$ cat src/rtl/core/pss_pkg.sv
// Package for the positional sequence store: sizes, operation and status codes,
// and the beat, result and element RAM request types.
// Depends on nothing; every other file of the block imports it.
package pss_pkg;

  localparam int CAPACITY = 64;
  localparam int ADDR_W   = $clog2(CAPACITY);
  localparam int CNT_W    = $clog2(CAPACITY + 1);
  localparam int KIND_W   = 4;
  localparam int VAL_W    = 32;
  localparam int POS_W    = 7;
  localparam int STAT_W   = 3;

  localparam logic [CNT_W-1:0] CAP_CNT = CNT_W'(CAPACITY);

  // Operation codes
  localparam logic [KIND_W-1:0] K_PUSH_BACK  = 4'd0;
  localparam logic [KIND_W-1:0] K_PUSH_FRONT = 4'd1;
  localparam logic [KIND_W-1:0] K_INSERT_AT  = 4'd2;
  localparam logic [KIND_W-1:0] K_DEL_FRONT  = 4'd3;
  localparam logic [KIND_W-1:0] K_DEL_BACK   = 4'd4;
  localparam logic [KIND_W-1:0] K_DEL_AT     = 4'd5;
  localparam logic [KIND_W-1:0] K_READ_AT    = 4'd6;
  localparam logic [KIND_W-1:0] K_REVERSE    = 4'd7;
  localparam logic [KIND_W-1:0] K_CLEAR      = 4'd8;

  // Status codes
  localparam logic [STAT_W-1:0] ST_OK    = 3'd0;
  localparam logic [STAT_W-1:0] ST_EMPTY = 3'd1;
  localparam logic [STAT_W-1:0] ST_NONE  = 3'd2;
  localparam logic [STAT_W-1:0] ST_FULL  = 3'd3;
  localparam logic [STAT_W-1:0] ST_NOREV = 3'd4;

  typedef struct packed {
    logic [KIND_W-1:0]       kind;
    logic signed [VAL_W-1:0] value;
    logic [POS_W-1:0]        position;
  } cmd_t;

  typedef struct packed {
    logic [STAT_W-1:0]       status;
    logic signed [VAL_W-1:0] read_value;
    logic [CNT_W-1:0]        count;
  } rsp_t;

  typedef struct packed {
    logic              we;
    logic [ADDR_W-1:0] waddr;
    logic [VAL_W-1:0]  wdata;
    logic              re;
    logic [ADDR_W-1:0] raddr;
  } mem_req_t;

endpackage

$ cat src/rtl/core/pss_mem.sv
// Element RAM of the positional sequence store: one write port, one read port,
// read data registered, valid in the cycle after the request. Depends on pss_pkg.
module pss_mem (
  input  logic                     clk,
  input  pss_pkg::mem_req_t        req,
  output logic [pss_pkg::VAL_W-1:0] rdata
);
  import pss_pkg::*;

  logic [VAL_W-1:0] store [CAPACITY];

  always_ff @(posedge clk) begin
    if (req.we) begin
      store[req.waddr] <= req.wdata;
    end
  end

  always_ff @(posedge clk) begin
    if (req.re) begin
      rdata <= store[req.raddr];
    end
  end

endmodule

$ cat src/rtl/core/pss_ctrl.sv
// Sequencer of the positional sequence store: decodes one beat, walks the
// element RAM to shift, swap or read, and hands over one result. Depends on pss_pkg.
module pss_ctrl (
  input  logic                      clk,
  input  logic                      rst,
  input  logic                      cmd_take,
  input  pss_pkg::cmd_t             cmd,
  input  logic                      rsp_free,
  input  logic [pss_pkg::VAL_W-1:0] rdata,
  output logic                      busy,
  output logic                      done,
  output pss_pkg::rsp_t             rsp,
  output pss_pkg::mem_req_t         mem_req
);
  import pss_pkg::*;

  localparam logic [3:0] S_IDLE    = 4'd0;
  localparam logic [3:0] S_DISP    = 4'd1;
  localparam logic [3:0] S_INS     = 4'd2;
  localparam logic [3:0] S_INS_PUT = 4'd3;
  localparam logic [3:0] S_DEL     = 4'd4;
  localparam logic [3:0] S_RD      = 4'd5;
  localparam logic [3:0] S_REV_HI  = 4'd6;
  localparam logic [3:0] S_REV_WLO = 4'd7;
  localparam logic [3:0] S_REV_WHI = 4'd8;
  localparam logic [3:0] S_FIN     = 4'd9;

  logic [3:0]        state, state_next;
  logic [KIND_W-1:0] kind;
  logic [VAL_W-1:0]  value;
  logic [POS_W-1:0]  pos;
  logic [CNT_W-1:0]  count, count_next;
  logic [ADDR_W-1:0] cur, cur_next;
  logic [ADDR_W-1:0] hi, hi_next;
  logic [ADDR_W-1:0] target, target_next;
  logic [VAL_W-1:0]  tmp, tmp_next;
  logic [STAT_W-1:0] status, status_next;
  logic [VAL_W-1:0]  rd, rd_next;

  logic [ADDR_W-1:0] cnt_m1;
  logic [ADDR_W-1:0] pos_idx;
  logic [ADDR_W-1:0] ins_idx;
  logic [ADDR_W-1:0] del_idx;

  assign cnt_m1  = ADDR_W'(count - CNT_W'(1));
  assign pos_idx = (pos == '0) ? '0 : ADDR_W'(pos - POS_W'(1));

  always_comb begin
    if (kind == K_PUSH_BACK) begin
      ins_idx = count[ADDR_W-1:0];
    end else if (kind == K_PUSH_FRONT) begin
      ins_idx = '0;
    end else if (pos > POS_W'(count)) begin
      ins_idx = count[ADDR_W-1:0];
    end else if (pos <= POS_W'(1)) begin
      ins_idx = '0;
    end else begin
      ins_idx = pos_idx;
    end
  end

  always_comb begin
    if (kind == K_DEL_FRONT) begin
      del_idx = '0;
    end else if (kind == K_DEL_BACK) begin
      del_idx = cnt_m1;
    end else begin
      del_idx = pos_idx;
    end
  end

  always_comb begin
    state_next  = state;
    count_next  = count;
    cur_next    = cur;
    hi_next     = hi;
    target_next = target;
    tmp_next    = tmp;
    status_next = status;
    rd_next     = rd;
    mem_req     = '0;
    done        = 1'b0;

    unique case (state)
      S_IDLE: begin
        if (cmd_take) begin
          state_next = S_DISP;
        end
      end
      S_DISP: begin
        status_next = ST_OK;
        rd_next     = '0;
        state_next  = S_FIN;
        case (kind) inside
          K_PUSH_BACK, K_PUSH_FRONT, K_INSERT_AT: begin
            if (count == CAP_CNT) begin
              status_next = ST_FULL;
            end else if (ins_idx == count[ADDR_W-1:0]) begin
              mem_req.we    = 1'b1;
              mem_req.waddr = ins_idx;
              mem_req.wdata = value;
              count_next    = count + CNT_W'(1);
            end else begin
              // open the gap from the top down
              cur_next      = count[ADDR_W-1:0];
              target_next   = ins_idx;
              mem_req.re    = 1'b1;
              mem_req.raddr = cnt_m1;
              state_next    = S_INS;
            end
          end
          K_DEL_FRONT, K_DEL_BACK, K_DEL_AT: begin
            if (count == '0) begin
              status_next = ST_EMPTY;
            end else if (kind == K_DEL_AT && pos > POS_W'(count)) begin
              status_next = ST_NONE;
            end else if (del_idx == cnt_m1) begin
              count_next = count - CNT_W'(1);
            end else begin
              cur_next      = del_idx;
              mem_req.re    = 1'b1;
              mem_req.raddr = del_idx + ADDR_W'(1);
              state_next    = S_DEL;
            end
          end
          K_READ_AT: begin
            if (count == '0) begin
              status_next = ST_EMPTY;
            end else if (pos > POS_W'(count)) begin
              status_next = ST_NONE;
            end else begin
              mem_req.re    = 1'b1;
              mem_req.raddr = pos_idx;
              state_next    = S_RD;
            end
          end
          K_REVERSE: begin
            if (count < CNT_W'(2)) begin
              status_next = ST_NOREV;
            end else begin
              cur_next      = '0;
              hi_next       = cnt_m1;
              mem_req.re    = 1'b1;
              mem_req.raddr = '0;
              state_next    = S_REV_HI;
            end
          end
          K_CLEAR: begin
            count_next = '0;
          end
          default: begin
          end
        endcase
      end
      S_INS: begin
        mem_req.we    = 1'b1;
        mem_req.waddr = cur;
        mem_req.wdata = rdata;
        if (cur - ADDR_W'(1) == target) begin
          state_next = S_INS_PUT;
        end else begin
          cur_next      = cur - ADDR_W'(1);
          mem_req.re    = 1'b1;
          mem_req.raddr = cur - ADDR_W'(2);
        end
      end
      S_INS_PUT: begin
        mem_req.we    = 1'b1;
        mem_req.waddr = target;
        mem_req.wdata = value;
        count_next    = count + CNT_W'(1);
        state_next    = S_FIN;
      end
      S_DEL: begin
        mem_req.we    = 1'b1;
        mem_req.waddr = cur;
        mem_req.wdata = rdata;
        if (cur + ADDR_W'(1) == cnt_m1) begin
          count_next = count - CNT_W'(1);
          state_next = S_FIN;
        end else begin
          cur_next      = cur + ADDR_W'(1);
          mem_req.re    = 1'b1;
          mem_req.raddr = cur + ADDR_W'(2);
        end
      end
      S_RD: begin
        rd_next    = rdata;
        state_next = S_FIN;
      end
      S_REV_HI: begin
        tmp_next      = rdata;
        mem_req.re    = 1'b1;
        mem_req.raddr = hi;
        state_next    = S_REV_WLO;
      end
      S_REV_WLO: begin
        mem_req.we    = 1'b1;
        mem_req.waddr = cur;
        mem_req.wdata = rdata;
        state_next    = S_REV_WHI;
      end
      S_REV_WHI: begin
        mem_req.we    = 1'b1;
        mem_req.waddr = hi;
        mem_req.wdata = tmp;
        if (cur + ADDR_W'(1) < hi - ADDR_W'(1)) begin
          cur_next      = cur + ADDR_W'(1);
          hi_next       = hi - ADDR_W'(1);
          mem_req.re    = 1'b1;
          mem_req.raddr = cur + ADDR_W'(1);
          state_next    = S_REV_HI;
        end else begin
          state_next = S_FIN;
        end
      end
      S_FIN: begin
        if (rsp_free) begin
          done       = 1'b1;
          state_next = S_IDLE;
        end
      end
      default: begin
        state_next = S_IDLE;
      end
    endcase
  end

  always_ff @(posedge clk) begin
    if (rst) begin
      state <= S_IDLE;
      count <= '0;
    end else begin
      state <= state_next;
      count <= count_next;
    end
  end

  always_ff @(posedge clk) begin
    if (cmd_take) begin
      kind  <= cmd.kind;
      value <= cmd.value;
      pos   <= cmd.position;
    end
    cur    <= cur_next;
    hi     <= hi_next;
    target <= target_next;
    tmp    <= tmp_next;
    status <= status_next;
    rd     <= rd_next;
  end

  assign busy           = (state != S_IDLE);
  assign rsp.status     = status;
  assign rsp.read_value = rd;
  assign rsp.count      = count;

  a_count_bound: assert property (@(posedge clk) disable iff (rst)
    count <= CAP_CNT)
    else $error("element count above capacity");

  a_no_write_idle: assert property (@(posedge clk) disable iff (rst)
    (state == S_IDLE || state == S_FIN) |-> !mem_req.we)
    else $error("element RAM written outside an operation");

  a_rw_apart: assert property (@(posedge clk) disable iff (rst)
    (mem_req.we && mem_req.re) |-> (mem_req.waddr != mem_req.raddr))
    else $error("read and write to the same entry in one cycle");

  a_done_free: assert property (@(posedge clk) disable iff (rst)
    done |-> rsp_free)
    else $error("result handed over into an occupied output register");

  a_take_idle: assert property (@(posedge clk) disable iff (rst)
    cmd_take |=> (state == S_DISP))
    else $error("accepted beat not dispatched");

endmodule

$ cat src/rtl/core/positional_sequence_store_core.sv
// Top level of the positional sequence store: command and result channels,
// output register, sequencer and element RAM. Depends on pss_pkg, pss_mem, pss_ctrl.
//
//   channel | direction | handshake            | beat
//   --------+-----------+----------------------+---------------------------------
//   cmd     | in        | cmd_valid, cmd_stall | kind, value, position  (cmd_t)
//   rsp     | out       | rsp_valid, rsp_stall | status, read_value, count (rsp_t)
//
// One beat at a time. A read fetches one entry; insert shifts the elements at and
// above the insertion point one entry higher, top down, and then places the value;
// delete shifts the elements above the deleted one one entry lower; reverse swaps
// pairs from both ends inward, reading both and then writing each in turn through
// the single write port of the element RAM. Reset is synchronous and clears the
// state, the count and the result valid; the RAM needs no clearing pass. A stalled
// result waits in the output register while the next beat is already being worked on.
module positional_sequence_store_core (
  input  logic           clk,
  input  logic           rst,
  input  logic           cmd_valid,
  output logic           cmd_stall,
  input  pss_pkg::cmd_t  cmd,
  output logic           rsp_valid,
  input  logic           rsp_stall,
  output pss_pkg::rsp_t  rsp
);
  import pss_pkg::*;

  logic             busy;
  logic             done;
  logic             cmd_take;
  logic             rsp_free;
  rsp_t             result;
  mem_req_t         mem_req;
  logic [VAL_W-1:0] rdata;

  // Take a beat only when the sequencer is idle.
  assign cmd_stall = busy;
  assign cmd_take  = cmd_valid && !busy;

  // The output register is free when empty or being drained this cycle.
  assign rsp_free = !rsp_valid || !rsp_stall;

  pss_ctrl u_ctrl (
    .clk      (clk),
    .rst      (rst),
    .cmd_take (cmd_take),
    .cmd      (cmd),
    .rsp_free (rsp_free),
    .rdata    (rdata),
    .busy     (busy),
    .done     (done),
    .rsp      (result),
    .mem_req  (mem_req)
  );

  pss_mem u_mem (
    .clk   (clk),
    .req   (mem_req),
    .rdata (rdata)
  );

  // Output register: load on done, drop the valid once taken, hold while stalled.
  always_ff @(posedge clk) begin
    if (rst) begin
      rsp_valid <= 1'b0;
    end else if (done) begin
      rsp_valid <= 1'b1;
    end else if (!rsp_stall) begin
      rsp_valid <= 1'b0;
    end
  end

  always_ff @(posedge clk) begin
    if (done) begin
      rsp <= result;
    end
  end

endmodule
$ cat config.mk
export PLATFORM = sky130hd
export DESIGN_NAME = positional_sequence_store_core
export DESIGN_NICKNAME = d
export VERILOG_FILES = /design/src/rtl/core/pss_pkg.sv /design/src/rtl/core/pss_mem.sv /design/src/rtl/core/pss_ctrl.sv /design/src/rtl/core/positional_sequence_store_core.sv
export SDC_FILE = /design/constraint.sdc
export NUM_CORES = 2
export LEC_CHECK = 0
export BUFFER_PORTS_ARGS = -buffer_cell sky130_fd_sc_hd__clkbuf_2
export CAP_MARGIN = 40
export CORE_AREA = 2 2 424 426
export CTS_CLUSTER_SIZE = 25
export DETAILED_ROUTE_END_ITERATION = 16
export DIE_AREA = 0 0 426 428
export PLACE_DENSITY = 0.65
export SYNTH_ARGS = -nofsm -noshare
export SYNTH_HDL_FRONTEND = slang
export SYNTH_SLANG_ARGS = --single-unit
$ cat constraint.sdc
create_clock -name clk -period 8.2 [get_ports clk]
set_input_delay 0.82 -clock clk [delete_from_list [all_inputs] [get_ports clk]]
set_output_delay 0.82 -clock clk [all_outputs]
set_load 0.03 [all_outputs]
==> flow_summary.json <==
{
  "status": "finished, final reports clean",
  "critPathMaxStageDelay_ns": 0.75,
  "rr_worst_depth": 17,
  "power_frac_clock_pct": 22.0,
  "synth_area_leaders": "edfxtp_1 (76%), mux4_2 (13%), mux2i_1 (2.4%)",
  "track_usage_pct": 23.2,
  "ys_seq_area_share_pct": 76.6,
  "start_kind": "flop",
  "yosysTopAreaCell": "edfxtp_1",
  "rows": 155,
  "clock_latency_ns": 0.85,
  "cp_data_required_time_ns": 8.67,
  "setup_violations": 0,
  "grt_pass1_vias": 43100,
  "synth_edf_count": 2250,
  "port_buffers": 90,
  "start_util_pct": 49.9,
  "yosysWarnings": 0,
  "first_iter_violations": 5570,
  "worst_r2r_endpoint": "u_mem.rdata[28]",
  "slowest_stage": "nor4_1",
  "arrival_ns": 7.61,
  "clock-sinks": 2262,
  "skew_ns": 0.0370,
  "period_share_pct": 87.0,
  "clk_root_buffer_cell": "clkbuf_16",
  "synth_ff_type": "edfxtp_1",
  "place.detailed.hpwl_um": 126000,
  "drtPass1Iterations": 9,
  "place_area_um2": 93700,
  "ys_ff_latch": 2262,
  "ir_drop_v": 0.000559,
  "drt-total-wl_um": 212000,
  "r2r-start": "u_ctrl.count[1]",
  "post_cts_buffers": 0,
  "drive_above_1_share_pct": 26.1,
  "grt_use_met2_pct": 36.0,
  "ant_nets": 0,
  "grt.met1_usage_pct": 34.8,
  "syn_avg_cell_area_um2": 21.3,
  "ctsHoldBuffers": 0,
  "drcViolationCount": 0,
  "max_freq_mhz": 140,
  "io_pins": 91,
  "synth_commonest_cells": "edfxtp_1 (2,250), mux4_2 (494), mux2i_1 (210)",
  "clk_pin_slew_ns": 0.06,
  "gp_congestion": 0.914,
  "endpoint_kind": "flop",
  "grt_pass1_wl_um": 307000,
  "holdPathEnd": "u_ctrl.value[4]",
  "routedWlPerCell_um": 30.3,
  "cts_tree": "done",
  "synthArstFlopShare_pct": 0,
  "max_slew_margin_pct": 35.8,
  "power_density_nw_per_um2": 448,
  "maxSlewViolCount": 0,
  "ff2ff_setup_slack_ns": 1.06,
  "layout.cells.non_filler": 7002,
  "core_region_area_um2": 178000,
  "p_sw_share_pct": 35.7,
  "dp_slack_ns": 1.30,
  "crit_type": "reg2reg",
  "htree_levels": 4,
  "rsz0062_at_grt": "false",
  "final_nets": 4533,
  "fp.dieW_um": 426,
  "drv.max_cap_violation_count": 0,
  "crit_start": "u_ctrl.count[1]",
  "overflow": 0,
  "crit_fanout": 78,
  "via_per_inst": 6.24,
  "combPwrFrac_pct": 41.7,
  "yosysMostFrequentCell": "edfxtp_1",
  "syn-cell-area_um2": 88600,
  "syn_nets": 4220,
  "stdcell_area_um2": 101000,
  "grt_max_degree": 92,
  "worstHoldStart": "cmd[11]",
  "p_sw_mw": 16.1,
  "synth_cell_type_count": 83,
  "path_cells": "buf_4 > inv_1 > ha_1 > xor2_1 > nor2_1 > mux2_1 > a211o_1 > a2111oi_4 > o41ai_2 > a221oi_4 > buf_12 > buf_12 > mux4_2 > mux2i_1 > o22ai_1 > nor4_1 > o221ai_1",
  "grt.busiest_layer": "met2",
  "die_y_um": 428,
  "final_core_util_pct": 56.7,
  "antenna_found_initial": 3,
  "p_int_mw": 29.0,
  "grtUsageMet3_pct": 4.52,
  "synthCells": 4150,
  "tightest_slew_ns": 0.955,
  "cts-resized-gates": 0,
  "die-area_um2": 182000,
  "setup_slack_ns": 1.06,
  "cts_made_buffers": 214,
  "power.leakage_nw": 33.5,
  "netlist.area_leader.share_pct": 76.3,
  "power_frac_seq_pct": 36.3,
  "cpMostUsedCell": "buf_12",
  "whs_ns": 0.152,
  "power_mw": 45.1,
  "max-clock-path-buffers": 3,
  "syn2layout_area_growth_pct": 13.8,
  "fin_crit_ns": 7.14,
  "dpl.cell_count": 6599,
  "vias": 43700,
  "worstHoldPathType": "in2reg",
  "hold_violations": 0,
  "fin_tns_setup_ns": 0,
  "min_delay_path_depth": 1
}
-- worst max-delay path by stage --
stage | endpoint | slack, ns
global route | u_mem.rdata[28] | 0.92
detailed placement | u_mem.rdata[28] | 1.30
global placement | u_mem.rdata[28] | 1.30
CTS | u_mem.rdata[28] | 1.21
floorplan | u_mem.store[17][0] | 2.86
finish | u_mem.rdata[28] | 1.06
-- cell families after synthesis --
kind of cell             share of synthesized area (%)
flip-flops                                        76.6
multiplexers                                      15.3
AND/OR/NAND/NOR                                   2.43
AO/OA/AOI/OAI                                     3.18
buffers and inverters                             1.70
XOR/XNOR                                         0.487
adder cells (fa/ha/maj)                          0.325
-- sequential cells by signal, indices dropped and copies added, names as in the netlist --
register       flops
rsp               42
u_mem.store     2048
u_ctrl.value      32
u_ctrl.hi          6
u_ctrl.state       4
u_ctrl.pos         7
u_ctrl.rd         32
u_mem.rdata       32
u_ctrl.count       7
u_ctrl.kind        4
u_ctrl.status      3
u_ctrl.target      6
u_ctrl.cur         6
rsp_valid          1
u_ctrl.tmp        32
-- critical path, delay by kind of cell (launching register included) --
| kind | cells | cell delay (ns) |
|---|---|---|
| AO/OA/AOI/OAI | 6 | 2.05 |
| multiplexers | 3 | 1.29 |
| buffers and inverters | 4 | 1.21 |
| AND/OR/NAND/NOR | 2 | 0.83 |
| XOR/XNOR | 1 | 0.62 |
| adder cells (fa/ha/maj) | 1 | 0.38 |
| flip-flops | 1 | 0.30 |
-- layout make-up --
cell class / count / area, um2
Antenna cell: 1 / 2.50
Clock buffer: 265 / 5630
Clock inverter: 134 / 1430
Fill cell: 12900 / 76900
Inverter: 64 / 240
Multi-Input combinational cell: 1605 / 19800
Sequential cell: 2262 / 67800
Tap cell: 2355 / 2950
Timing Repair Buffer: 316 / 2920
-- routing by layer --
layer / vias to the layer above / share of wire [%] / routed length [um]
met4: 0 / 1.5 / 3280
li1: 18100 / - / -
met5: - / 0 / 0
met3: 234 / 8.6 / 18300
met1: 23300 / 42 / 89500
met2: 2015 / 48 / 101000
-- layout by cell type, fill, tap and decap left out, types with 37 or more instances in the layout --
| cell type | synthesis | routed |
|---|---|---|
| a21oi_1 | 67 | 66 |
| a222oi_1 | 43 | 43 |
| and2_1 | 37 | 37 |
| buf_12 | 0 | 46 |
| buf_4 | 36 | 164 |
| clkbuf_1 | 75 | 47 |
| clkbuf_16 | 0 | 218 |
| clkbuf_2 | 0 | 92 |
| clkinv_1 | 4 | 71 |
| edfxtp_1 | 2250 | 2250 |
| inv_1 | 60 | 43 |
| mux2i_1 | 210 | 210 |
| mux4_2 | 494 | 494 |
| nand2_1 | 120 | 120 |
| nor2_1 | 131 | 61 |
| nor2_4 | 0 | 66 |
| nor4_1 | 40 | 40 |
| o221ai_1 | 38 | 38 |
| o22ai_1 | 70 | 70 |
-- power groups by stage --
stage / Clock [mW] / Combinational [mW] / Sequential, mW
floorplan: 0 / 12.3 / 16.4
global placement: 0 / 18.3 / 16.6
detailed placement: 0 / 18.8 / 16.6
CTS: 10.1 / 18.8 / 16.4
global route: 10.5 / 20.0 / 16.4
finish: 9.92 / 18.8 / 16.4
No activity file was read; power rests on OpenSTA's default activity.
